`config.mk`:
```
export PLATFORM = sky130hd
export DESIGN_NAME = pwm_prescaler_and_duty_setup_top
export DESIGN_NICKNAME = d
export VERILOG_FILES = /design/src/hw/rtl/pwmps_pkg.sv /design/src/hw/rtl/pwmps_mul.sv /design/src/hw/rtl/pwmps_div.sv /design/src/hw/rtl/pwm_prescaler_and_duty_setup_top.sv
export SDC_FILE = /design/constraint.sdc
export NUM_CORES = 2
export LEC_CHECK = 0
export BUFFER_PORTS_ARGS = -buffer_cell sky130_fd_sc_hd__buf_4
export CORE_UTILIZATION = 55
export DETAILED_ROUTE_END_ITERATION = 7
export GPL_ROUTABILITY_DRIVEN = 0
export GPL_TIMING_DRIVEN = 0
export PLACE_DENSITY = 0.72
export SLEW_MARGIN = 20
export SYNTH_ARGS = -nofsm -noshare
export SYNTH_HDL_FRONTEND = slang
export SYNTH_SLANG_ARGS = --single-unit
```
`constraint.sdc`:
```
create_clock -name i_clk -period 15.03 [get_ports i_clk]
set_clock_uncertainty 0.05 [all_clocks]
set_input_delay 2.2545 -clock i_clk [delete_from_list [all_inputs] [get_ports i_clk]]
set_output_delay 2.2545 -clock i_clk [all_outputs]
set_load 0.05 [all_outputs]
```
`src/hw/rtl/pwmps_pkg.sv`:
```
package pwmps_pkg;

    localparam int UNITS  = 4;
    localparam int SLOTS  = UNITS * 2;
    localparam int SLOT_W = $clog2(SLOTS);

    localparam int NS_W    = 32;
    localparam int CLK_W   = 28;
    localparam int COUNT_W = 16;
    localparam int CODE_W  = 3;
    localparam int OPA_W   = 32;
    localparam int OPB_W   = 30;
    localparam int PROD_W  = 60;
    localparam int REM_W   = 30;

    localparam int IN_DATA_W  = 72;
    localparam int OUT_DATA_W = 64;

    localparam logic [OPB_W-1:0]   NS_PER_S     = 30'd1000000000;
    localparam logic [COUNT_W-1:0] COUNT_MAX    = 16'hFFFF;
    localparam logic [COUNT_W-1:0] RESET_PERIOD = 16'd1000;
    localparam logic [CLK_W-1:0]   CLK_RESET    = 28'd48000000;
    localparam logic [CODE_W-1:0]  CODE_MAX     = 3'd7;
    // a period count fits 16 bits while tick * ns < 65536 * 1e9
    localparam logic [PROD_W-1:0]  FIT_LIMIT    = 60'd65536000000000;

    localparam logic [1:0] CH_A = 2'd1;
    localparam logic [1:0] CH_B = 2'd2;

    typedef enum logic [1:0] {
        CMD_ENABLE  = 2'd0,
        CMD_DISABLE = 2'd1,
        CMD_SET     = 2'd2,
        CMD_GET     = 2'd3
    } t_cmd;

    typedef enum logic [2:0] {
        ST_IDLE,
        ST_SRCH_MUL,
        ST_SRCH_CMP,
        ST_MUL,
        ST_DIV_GO,
        ST_DIV_WAIT,
        ST_OUT
    } t_state;

    typedef enum logic [1:0] {
        PH_SET_PER,
        PH_SET_PUL,
        PH_GET_PER,
        PH_GET_PUL
    } t_phase;

    typedef struct packed {
        logic              start;
        logic [PROD_W-1:0] dividend;
        logic [OPB_W-1:0]  divisor;
    } t_div_req;

    typedef struct packed {
        logic              done;
        logic [PROD_W-1:0] quotient;
    } t_div_rsp;

endpackage

```
`src/hw/rtl/pwmps_mul.sv`:
```
module pwmps_mul (
    input  logic                          i_clk,
    input  logic                          i_en,
    input  logic [pwmps_pkg::OPA_W-1:0]   i_a,
    input  logic [pwmps_pkg::OPB_W-1:0]   i_b,
    output logic [pwmps_pkg::PROD_W-1:0]  o_prod
);
    import pwmps_pkg::*;

    logic [OPA_W+OPB_W-1:0] w_full;
    logic [PROD_W-1:0]      r_prod;

    // operands never yield more than 60 significant bits
    assign w_full = {{OPB_W{1'b0}}, i_a} * {{OPA_W{1'b0}}, i_b};

    always_ff @(posedge i_clk) begin
        if (i_en) begin
            r_prod <= w_full[PROD_W-1:0];
        end
    end

    assign o_prod = r_prod;

endmodule

```
`src/hw/rtl/pwmps_div.sv`:
```
module pwmps_div (
    input  logic                 i_clk,
    input  logic                 i_rst_n,
    input  pwmps_pkg::t_div_req  i_req,
    output pwmps_pkg::t_div_rsp  o_rsp
);
    import pwmps_pkg::*;

    localparam int STEP_W = $clog2(PROD_W);
    localparam logic [STEP_W-1:0] LAST_STEP = STEP_W'(PROD_W - 1);

    logic                r_busy;
    logic                r_done;
    logic [STEP_W-1:0]   r_cnt;
    logic [REM_W-1:0]    r_rem;
    logic [PROD_W-1:0]   r_quo;
    logic [OPB_W-1:0]    r_div;

    logic [REM_W:0]      w_rem_sh;
    logic [REM_W:0]      w_diff;
    logic                w_bit;
    logic [REM_W-1:0]    n_rem;
    logic [PROD_W-1:0]   n_quo;

    // restoring division, one quotient bit per cycle
    always_comb begin
        w_rem_sh = {r_rem, r_quo[PROD_W-1]};
        w_diff   = w_rem_sh - {1'b0, r_div};
        w_bit    = (w_rem_sh >= {1'b0, r_div});
        n_rem    = w_bit ? w_diff[REM_W-1:0] : w_rem_sh[REM_W-1:0];
        n_quo    = {r_quo[PROD_W-2:0], w_bit};
    end

    always_ff @(posedge i_clk) begin
        if (!i_rst_n) begin
            r_busy <= 1'b0;
            r_done <= 1'b0;
            r_cnt  <= '0;
        end else begin
            r_done <= 1'b0;
            if (i_req.start) begin
                r_busy <= 1'b1;
                r_cnt  <= '0;
                r_rem  <= '0;
                r_quo  <= i_req.dividend;
                r_div  <= i_req.divisor;
            end else if (r_busy) begin
                r_rem <= n_rem;
                r_quo <= n_quo;
                r_cnt <= r_cnt + 1'b1;
                if (r_cnt == LAST_STEP) begin
                    r_busy <= 1'b0;
                    r_done <= 1'b1;
                end
            end
        end
    end

    assign o_rsp.done     = r_done;
    assign o_rsp.quotient = r_quo;

endmodule

```
`src/hw/rtl/pwm_prescaler_and_duty_setup_top.sv`:
```
// Channel   Dir  Handshake              Payload
// s         in   i_s_tvalid/o_s_tready  tuser: cmd; tdata: unit, channel, req_period, pulse_ns
// m         out  o_m_tvalid/i_m_tready  tuser: status; tdata: read_period_ns, read_pulse_ns
// cfg       in   i_cfg_wen              core_clock_hz
//
// One command at a time; o_s_tready is low until its result is taken.
// Enable, disable and bad channel go straight to the result. Get: two
// passes of the shared serial divider, none when the tick is zero. Set:
// up to eight multiply/compare rounds for the divider search, then one or two passes.
// Synchronous reset restores counts of 1000, zero high counts, all stopped.
module pwm_prescaler_and_duty_setup_top (
    input  logic                                 i_clk,
    input  logic                                 i_rst_n,
    input  logic                                 i_s_tvalid,
    output logic                                 o_s_tready,
    // [1:0] unit, [3:2] channel, [35:4] req_period, [67:36] pulse_ns
    input  logic [pwmps_pkg::IN_DATA_W-1:0]      i_s_tdata,
    // [1:0] cmd
    input  logic [1:0]                           i_s_tuser,
    output logic                                 o_m_tvalid,
    input  logic                                 i_m_tready,
    // [31:0] read_period_ns, [63:32] read_pulse_ns
    output logic [pwmps_pkg::OUT_DATA_W-1:0]     o_m_tdata,
    // [0] status
    output logic                                 o_m_tuser,
    input  logic                                 i_cfg_wen,
    input  logic [pwmps_pkg::CLK_W-1:0]          i_cfg_wdata
);
    import pwmps_pkg::*;

    t_state r_state, n_state;
    t_phase r_phase;

    logic [CLK_W-1:0]   r_core_clk;
    logic [COUNT_W-1:0] r_period_cnt [SLOTS];
    logic [COUNT_W-1:0] r_high_cnt   [SLOTS];
    logic [SLOTS-1:0]   r_running;
    logic [CODE_W-1:0]  r_div_code;
    logic [CODE_W-1:0]  r_try;

    logic [SLOT_W-1:0]  r_slot;
    logic [NS_W-1:0]    r_per_ns;
    logic [NS_W-1:0]    r_pul_ns;
    logic [COUNT_W-1:0] r_cyc;
    logic               r_status;
    logic [NS_W-1:0]    r_rd_per;
    logic [NS_W-1:0]    r_rd_pul;

    t_cmd               w_cmd;
    logic [1:0]         w_unit;
    logic [1:0]         w_chan;
    logic [NS_W-1:0]    w_per_in;
    logic [NS_W-1:0]    w_pul_in;
    logic               w_bad;
    logic [SLOT_W-1:0]  w_slot;
    logic               w_accept;
    logic [CLK_W-1:0]   w_tick_cur;
    logic [CLK_W-1:0]   w_tick_try;
    logic               w_fit;
    logic [COUNT_W-1:0] w_hi;

    logic               w_mul_en;
    logic [OPA_W-1:0]   w_mul_a;
    logic [OPB_W-1:0]   w_mul_b;
    logic [PROD_W-1:0]  w_prod;
    t_div_req           w_div_req;
    t_div_rsp           w_div_rsp;

    assign w_cmd    = t_cmd'(i_s_tuser);
    assign w_unit   = i_s_tdata[1:0];
    assign w_chan   = i_s_tdata[3:2];
    assign w_per_in = i_s_tdata[35:4];
    assign w_pul_in = i_s_tdata[67:36];
    assign w_bad    = ((w_chan != CH_A) && (w_chan != CH_B)) || (32'(w_unit) >= UNITS);
    assign w_slot   = SLOT_W'({w_unit, (w_chan == CH_B)});
    assign w_accept = i_s_tvalid && o_s_tready;

    assign w_tick_cur = r_core_clk >> r_div_code;
    assign w_tick_try = r_core_clk >> r_try;
    assign w_fit      = (w_prod < FIT_LIMIT);
    assign w_hi       = (w_div_rsp.quotient > {{(PROD_W-COUNT_W){1'b0}}, r_cyc})
                      ? r_cyc : w_div_rsp.quotient[COUNT_W-1:0];

    pwmps_mul u_mul (
        .i_clk  (i_clk),
        .i_en   (w_mul_en),
        .i_a    (w_mul_a),
        .i_b    (w_mul_b),
        .o_prod (w_prod)
    );

    pwmps_div u_div (
        .i_clk   (i_clk),
        .i_rst_n (i_rst_n),
        .i_req   (w_div_req),
        .o_rsp   (w_div_rsp)
    );

    // next state
    always_comb begin
        n_state = r_state;
        case (r_state)
            ST_IDLE: begin
                if (w_accept) begin
                    if (w_bad) begin
                        n_state = ST_OUT;
                    end else begin
                        case (w_cmd)
                            CMD_SET: n_state = (w_per_in == '0) ? ST_MUL : ST_SRCH_MUL;
                            CMD_GET: n_state = (w_tick_cur == '0) ? ST_OUT : ST_MUL;
                            default: n_state = ST_OUT;
                        endcase
                    end
                end
            end
            ST_SRCH_MUL: n_state = ST_SRCH_CMP;
            ST_SRCH_CMP: begin
                if (w_fit) begin
                    n_state = ST_DIV_GO;
                end else if (r_try == CODE_MAX) begin
                    n_state = ST_MUL;
                end else begin
                    n_state = ST_SRCH_MUL;
                end
            end
            ST_MUL:    n_state = ST_DIV_GO;
            ST_DIV_GO: n_state = ST_DIV_WAIT;
            ST_DIV_WAIT: begin
                if (w_div_rsp.done) begin
                    case (r_phase)
                        PH_SET_PER: n_state = ST_MUL;
                        PH_GET_PER: n_state = ST_MUL;
                        default:    n_state = ST_OUT;
                    endcase
                end
            end
            ST_OUT: begin
                if (i_m_tready) begin
                    n_state = ST_IDLE;
                end
            end
            default: n_state = ST_IDLE;
        endcase
    end

    // outputs and shared-unit controls
    always_comb begin
        o_s_tready         = 1'b0;
        o_m_tvalid         = 1'b0;
        w_mul_en           = 1'b0;
        w_mul_a            = '0;
        w_mul_b            = '0;
        w_div_req.start    = 1'b0;
        w_div_req.dividend = w_prod;
        w_div_req.divisor  = ((r_phase == PH_GET_PER) || (r_phase == PH_GET_PUL))
                           ? {{(OPB_W-CLK_W){1'b0}}, w_tick_cur} : NS_PER_S;
        case (r_state)
            ST_IDLE: o_s_tready = 1'b1;
            ST_SRCH_MUL: begin
                w_mul_en = 1'b1;
                w_mul_a  = r_per_ns;
                w_mul_b  = {{(OPB_W-CLK_W){1'b0}}, w_tick_try};
            end
            ST_MUL: begin
                w_mul_en = 1'b1;
                case (r_phase)
                    PH_GET_PER: begin
                        w_mul_a = {{(OPA_W-COUNT_W){1'b0}}, r_period_cnt[r_slot]};
                        w_mul_b = NS_PER_S;
                    end
                    PH_GET_PUL: begin
                        w_mul_a = {{(OPA_W-COUNT_W){1'b0}}, r_high_cnt[r_slot]};
                        w_mul_b = NS_PER_S;
                    end
                    default: begin
                        w_mul_a = r_pul_ns;
                        w_mul_b = {{(OPB_W-CLK_W){1'b0}}, w_tick_cur};
                    end
                endcase
            end
            ST_DIV_GO: w_div_req.start = 1'b1;
            ST_OUT:    o_m_tvalid = 1'b1;
            default: begin
                o_s_tready = 1'b0;
            end
        endcase
    end

    always_ff @(posedge i_clk) begin
        if (!i_rst_n) begin
            r_state    <= ST_IDLE;
            r_phase    <= PH_SET_PER;
            r_core_clk <= CLK_RESET;
            r_running  <= '0;
            r_div_code <= '0;
            r_try      <= '0;
            for (int i = 0; i < SLOTS; i++) begin
                r_period_cnt[i] <= RESET_PERIOD;
                r_high_cnt[i]   <= '0;
            end
        end else begin
            r_state <= n_state;
            if (i_cfg_wen) begin
                r_core_clk <= i_cfg_wdata;
            end
            case (r_state)
                ST_IDLE: begin
                    if (w_accept) begin
                        r_slot   <= w_slot;
                        r_per_ns <= w_per_in;
                        r_pul_ns <= w_pul_in;
                        r_status <= w_bad;
                        r_rd_per <= '0;
                        r_rd_pul <= '0;
                        r_try    <= '0;
                        if (!w_bad) begin
                            case (w_cmd)
                                CMD_ENABLE:  r_running[w_slot] <= 1'b1;
                                CMD_DISABLE: r_running[w_slot] <= 1'b0;
                                CMD_SET: begin
                                    // zero period: divide by one, clamp pulse to zero
                                    r_cyc      <= '0;
                                    r_div_code <= (w_per_in == '0) ? '0 : r_div_code;
                                    r_phase    <= PH_SET_PUL;
                                end
                                CMD_GET: r_phase <= PH_GET_PER;
                                default: r_phase <= PH_SET_PER;
                            endcase
                        end
                    end
                end
                ST_SRCH_CMP: begin
                    if (w_fit) begin
                        r_div_code <= r_try;
                        r_phase    <= PH_SET_PER;
                    end else if (r_try == CODE_MAX) begin
                        // nothing fits: saturate at the slowest divider
                        r_cyc      <= COUNT_MAX;
                        r_div_code <= CODE_MAX;
                        r_phase    <= PH_SET_PUL;
                    end else begin
                        r_try <= r_try + 1'b1;
                    end
                end
                ST_DIV_WAIT: begin
                    if (w_div_rsp.done) begin
                        case (r_phase)
                            PH_SET_PER: begin
                                r_cyc   <= w_div_rsp.quotient[COUNT_W-1:0];
                                r_phase <= PH_SET_PUL;
                            end
                            PH_SET_PUL: begin
                                r_period_cnt[r_slot] <= r_cyc;
                                r_high_cnt[r_slot]   <= w_hi;
                            end
                            PH_GET_PER: begin
                                r_rd_per <= w_div_rsp.quotient[NS_W-1:0];
                                r_phase  <= PH_GET_PUL;
                            end
                            default: r_rd_pul <= w_div_rsp.quotient[NS_W-1:0];
                        endcase
                    end
                end
                default: begin
                    r_try <= r_try;
                end
            endcase
        end
    end

    assign o_m_tdata = {r_rd_pul, r_rd_per};
    assign o_m_tuser = r_status;

endmodule
```
# Yosys cells after proc, flatten, opt, wreduce, memory -nomap -nowiden
# Memory sizes are Yosys's and may differ from the RTL's. A register that Yosys moved wholly into a read port is not among the register bits.
# Index checks and enable logic that the tools add are counted.
# Widths: inputs -> output; s select.
dict set report word_totals {
  wordCells 170
  ff_bits 375
  n_memories 2
  ramBits 256
}
# memory depth word_bits rd rd_clocked_by_memory_dff write_ports line_no
set memory_table {}
lappend memory_table {r_high_cnt 8 16 1 1 8 pwm_prescaler_and_duty_setup_top.sv:36} ;# logic [COUNT_W-1:0] r_high_cnt [SLOTS];
lappend memory_table {r_period_cnt 8 16 1 1 8 pwm_prescaler_and_duty_setup_top.sv:35} ;# logic [COUNT_W-1:0] r_period_cnt [SLOTS];
dict set report op_classes {
  n_eq_ne 31
  shift 2
  n_mux 77
  reduce_logical 29
  order_cmp 3
  bitwise 2
  mul 1
  add_sub_neg 3
}
# op n
set op_table {}
lappend op_table {{$pmux 32 s2} 4}
lappend op_table {{$mux 16} 10}
lappend op_table {{$mux 32} 5}
lappend op_table {{$mux 30} 4}
lappend op_table {{$mux 60} 2}
lappend op_table {{$gt 60x16->1} 1}
lappend op_table {{$lt 60x46->1 const B} 1}
lappend op_table {{$mul 32x30->60} 1}
lappend op_table {{$mux 3} 20}
lappend op_table {{$pmux 30 s2} 1}
lappend op_table {{$shr 28x3->28} 2}
lappend op_table {{$pmux 16 s3} 1}
lappend op_table {{$logic_not 32->1} 1}
lappend op_table {{$reduce_or 16->1} 2}
lappend op_table {{$ge 31x30->1} 1}
lappend op_table {{$sub 30x30->30} 1}
lappend op_table {{$logic_not 28->1} 1}
lappend op_table {{$ne 2x2->1 const B} 12}
lappend op_table {{$pmux 3 s7} 1}
lappend op_table {{$pmux 3 s2} 3}
lappend op_table {{$mux 1} 16}
lappend op_table {{$mux 2} 7}
lappend op_table {{$eq 3x3->1 const B} 4}
lappend op_table {{$eq 2x2->1 const B} 5}
lappend op_table {{27 further kinds} 42}

# Logic depth before layout (Yosys ltp)
dict set report depth {
  ltp_word 8
  mapped_depth 39
  depth_no_buf 34
}

# Hierarchy
# From an unflattened synthesis, not the netlist that was laid out.
dict set report unflattened {
  hier_cells 5786
  area_unflattened_um2 61303.8
}
# mod instances area_each_um2 cells_per_inst seq_area_each_um2
set modules_own_cells {}
lappend modules_own_cells {pwmps_mul 1 33022.9 3566 1801.7}
lappend modules_own_cells {pwm_prescaler_and_duty_setup_top 1 21559.4 1707 12972.4}
lappend modules_own_cells {pwmps_div 1 6721.4 513 3763.6}

# Worst setup path after synthesis
# No wires, ideal clock.
dict set report synth_path {
  kind {reg2reg}
  startpoint {register r_state[2]}
  endpoint {register u_mul.r_prod[55], in the netlist u_mul.o_prod[55], data pin}
  setup_ns 0.264
  synth_period_minus_slack_ns 10.562
  setup_slack_ns 4.468
  path_stages_with_launch 36
  arrival_time_ns 10.248
  required_time_ns 14.716
  cell_sequence {dfxtp_1 -> buf_2 -> inv_2 -> nand2_1 -> inv_1 -> nand2_1 -> nor2_1 -> clkbuf_1 -> a22o_1 -> clkbuf_1 -> nand2_1 -> fa_1 -> inv_1 -> fa_1 -> inv_1 -> fa_1 -> fa_1 -> fa_1 -> inv_1 -> fa_1 -> fa_1 -> inv_1 -> fa_1 -> inv_1 -> ha_1 -> clkbuf_1 -> and3_1 -> nand2_1 -> nor4_1 -> nand3_1 -> a311o_1 -> a22oi_1 -> a31oi_1 -> o2111ai_1 -> a31oi_1 -> xnor2_1}
}
dict set report synth_via {
  elab_chain_len 3
  elab_cells_between_ends 5
  cone_classes {mul: 1; eq/ne: 2; mux: 2}
}
# element line_no
set synth_rtl {}
lappend synth_rtl {{start: declaration} pwm_prescaler_and_duty_setup_top.sv:31} ;# t_state r_state, n_state;
lappend synth_rtl {{start signal: assignment} pwm_prescaler_and_duty_setup_top.sv:202} ;# r_state <= n_state;
lappend synth_rtl {{$eq 3x2->1 / $eq 3x1->1 (equally long branches)} pwm_prescaler_and_duty_setup_top.sv:157} ;# case (r_state)
lappend synth_rtl {{$pmux 32 s2 / $pmux 30 s2 (equally long branches)} pwm_prescaler_and_duty_setup_top.sv:157}
lappend synth_rtl {{$mul 32x30->60 (*)} pwmps_mul.sv:14} ;# assign w_full = {{OPB_W{1'b0}}, i_a} * {{OPA_W{1'b0}}, i_b};
lappend synth_rtl {{net u_mul.w_full[55]} pwmps_mul.sv:10} ;# logic [OPA_W+OPB_W-1:0] w_full;
lappend synth_rtl {{end signal: assignment} pwmps_mul.sv:18} ;# r_prod <= w_full[PROD_W-1:0];
lappend synth_rtl {{end: declaration} pwmps_mul.sv:11} ;# logic [PROD_W-1:0] r_prod;
# The timed path passes the listed nets; every way through them passes the cells marked *.
# A chain may end at the register's enable or synchronous reset.

==> impl_metrics.tcl <==
set metrics [dict create \
    status "finished clean" \
    drt-total-wl_um 186000 \
    seq_area_frac_synth 0.310 \
    wl_per_cell_um 24.6 \
    postSynth.asyncResetShare 0 \
    final.setup.tns_ns 0 \
    grt_use_total 0.344 \
    cp-start-kind "register" \
    cts.sinks 633 \
    synth_top_area_cell "edfxtp_1" \
    first_global_vias 46000 \
    slew_headroom 0.114 \
    yosys-top-cells-area "edfxtp_1 (29%), fa_1 (28%), inv_1 (6.1%)" \
    finalInstanceArea_um2 65700 \
    cp.buffers_inverters 8 \
    crit_family "adder cells" \
    slowest_stage "a22o_1" \
    cts_max_level 3 \
    final_max_slew_viol_count 0 \
    synth_cell_types 72 \
    cp.arrival_ns 13.31 \
    path_clk_slew_ns 0.06 \
    synth.most_common_cell "inv_1" \
    vias_per_cell 6.00 \
    ant_nets 0 \
    dr.pass1.iters 8 \
    dieHeight_um 331 \
    die-area_um2 110000 \
    hold_buffers 0 \
    yosysWarningCount 0 \
    power_density_nw_per_um2 125 \
    grt_remaining_overflow 0 \
    dp_hpwl_um 149000 \
    period_needed_ns 12.98 \
    crit_required_ns 15.36 \
    vdd_ir_drop_max_mv 0.112 \
    num_rows 120 \
    p_leak_uw 0.0293 \
    critPathMaxFanout 10 \
    drt-initial-drc-count 5381 \
    num_vias 45500 \
    critPathKind "register to register" \
    end_kind "register" \
    dpl_cell_area_um2 63400 \
    syn_to_final_growth_pct 10.1 \
    postLayoutCoreUtil 0.612 \
    core_um2 107000 \
    nets 7352 \
    drv_cap 0 \
    cts_tree "yes" \
    grt_pass1_wl_um 280000 \
    cp_common_cell "fa_1" \
    netlist_instances 5828 \
    cts_setup_buffers 0 \
    clockBufferDepth 3 \
    hold_viol_final 0 \
    drc_errors 0 \
    synth_top_cell_area_share 0.293 \
    insertion_delay_ns 0.67 \
    max_freq_ghz 0.0770 \
    grt_max_degree 60 \
    synth_edf_count 583 \
    numCtsBuffers 69 \
    start_util 0.556 \
    rsz0062_at_grt "no" \
    hp-class "register to register" \
    setup_violations 0 \
    avgSynthCellArea_um2 10.2 \
    synth_commonest_cells "inv_1 (975), nand2_1 (885), fa_1 (836), nor2_1 (720), edfxtp_1 (583)" \
    syn-cell-area_um2 59700 \
    drive_gt1_frac 0.0768 \
    tightest_slew_ns 1.33 \
    synth_ff_type "edfxtp_1" \
    postCtsResizedCells 0 \
    port_buffers 167 \
    max_stage_delay_ns 0.76 \
    min_from "u_mul.o_prod[5]$_DFFE_PN_" \
    boundaryPins 174 \
    synth-seq-cells 633 \
    cts-root-buf "clkbuf_16" \
    antenna_found_initial 2 \
    finalCritPeriodShare 0.864 \
    die_w_um 331 \
]
## worst min-delay path, stage by stage (launching register included)
cell and delay, ns:
edfxtp_1 0.32, nand2_1 0.04, nand2_1 0.05
## final timing paths
check,to,slack [ns],cells after the start
max reg2reg,u_mul.o_prod[55]$_DFFE_PN_,2.05,31
min reg2reg,u_div.r_quo[5]$_DFFE_PP_,0.46,2
min,u_div.r_quo[5]$_DFFE_PP_,0.46,2
max,u_mul.o_prod[55]$_DFFE_PN_,2.05,31
## flip-flops by register name, indices dropped and copies added, names as in the netlist, 6 cells and up, named ones only
signal and flops:
r_high_cnt 128, r_period_cnt 128, u_div.r_quo 60, u_mul.o_prod 60, r_per_ns 32, r_pul_ns 32, r_rd_per 32, r_rd_pul 32
u_div.r_rem 30, u_div.r_div 29, r_core_clk 28, r_cyc 16, u_div.r_cnt 6
## metrics by stage
| stage | power [µW] | cells | hold slack (ns) | setup WS, ns |
|---|---|---|---|---|
| 2_1_floorplan | 4860 | 5856 | 0.428 | 4.47 |
| 3_3_place_gp | 6230 | 7426 | 0.437 | 0.881 |
| 3_5_place_dp | 6330 | 7456 | 0.444 | 2.48 |
| 4_1_cts | 8070 | 7576 | 0.459 | 2.40 |
| 5_1_grt | 8500 | 7576 | 0.475 | 1.93 |
| 6_report | 8190 | 7578 | 0.460 | 2.05 |
## cell usage in the layout (no fill, tap or decap), types with 33 or more instances in the layout
cell,Yosys,final
ha_1,285,285
mux2i_1,151,151
clkbuf_1,281,296
nand2_1,885,877
dfxtp_1,50,50
a22o_1,34,34
buf_4,0,177
and2_1,86,86
xnor2_1,52,52
edfxtp_1,583,583
a21o_1,40,40
a21oi_1,129,127
clkbuf_16,0,69
inv_1,975,973
xor2_1,36,36
mux4_2,97,97
nand4_1,33,33
nor2_1,720,717
fa_1,836,836
o21ai_0,82,81
## cells by family (layout without fill, tap and decap cells)
kind of cell	after synthesis	after routing	share of synthesized area
buf+inv	1309	1626	0.0832
fa+ha+maj	1121	1121	0.340
xor+xnor	88	88	0.0129
simple gates	1913	1913	0.133
other cells	1	31	0.0000629
compound gates	504	504	0.0566
mux	259	259	0.0640
flops	633	633	0.310
## routing by layer
metal	global-route usage	vias up	share of wire
met5	0.00304	-	0.00027
met4	0.217	6	0.080
met3	0.103	718	0.13
met2	0.530	2995	0.45
met1	0.427	22500	0.35
li1	-	19200	-
## power by group
part           switching [µW]  leakage, µW  internal [µW]
clock network             732      0.00109            987
logic                    2790       0.0223           1230
registers                 141      0.00589           2310
## final cells by class
class / instances / area [µm²]
tap: 1403 / 1760
fill: 8769 / 41600
inverter: 996 / 3740
multi-input combinational: 3914 / 36400
buffer: 313 / 1220
sequential: 633 / 18500
timing repair buffer: 197 / 1770
antenna: 2 / 5.00
clock buffer: 85 / 1800
clock inverter: 35 / 497
Power figures use the tool's default switching activity.
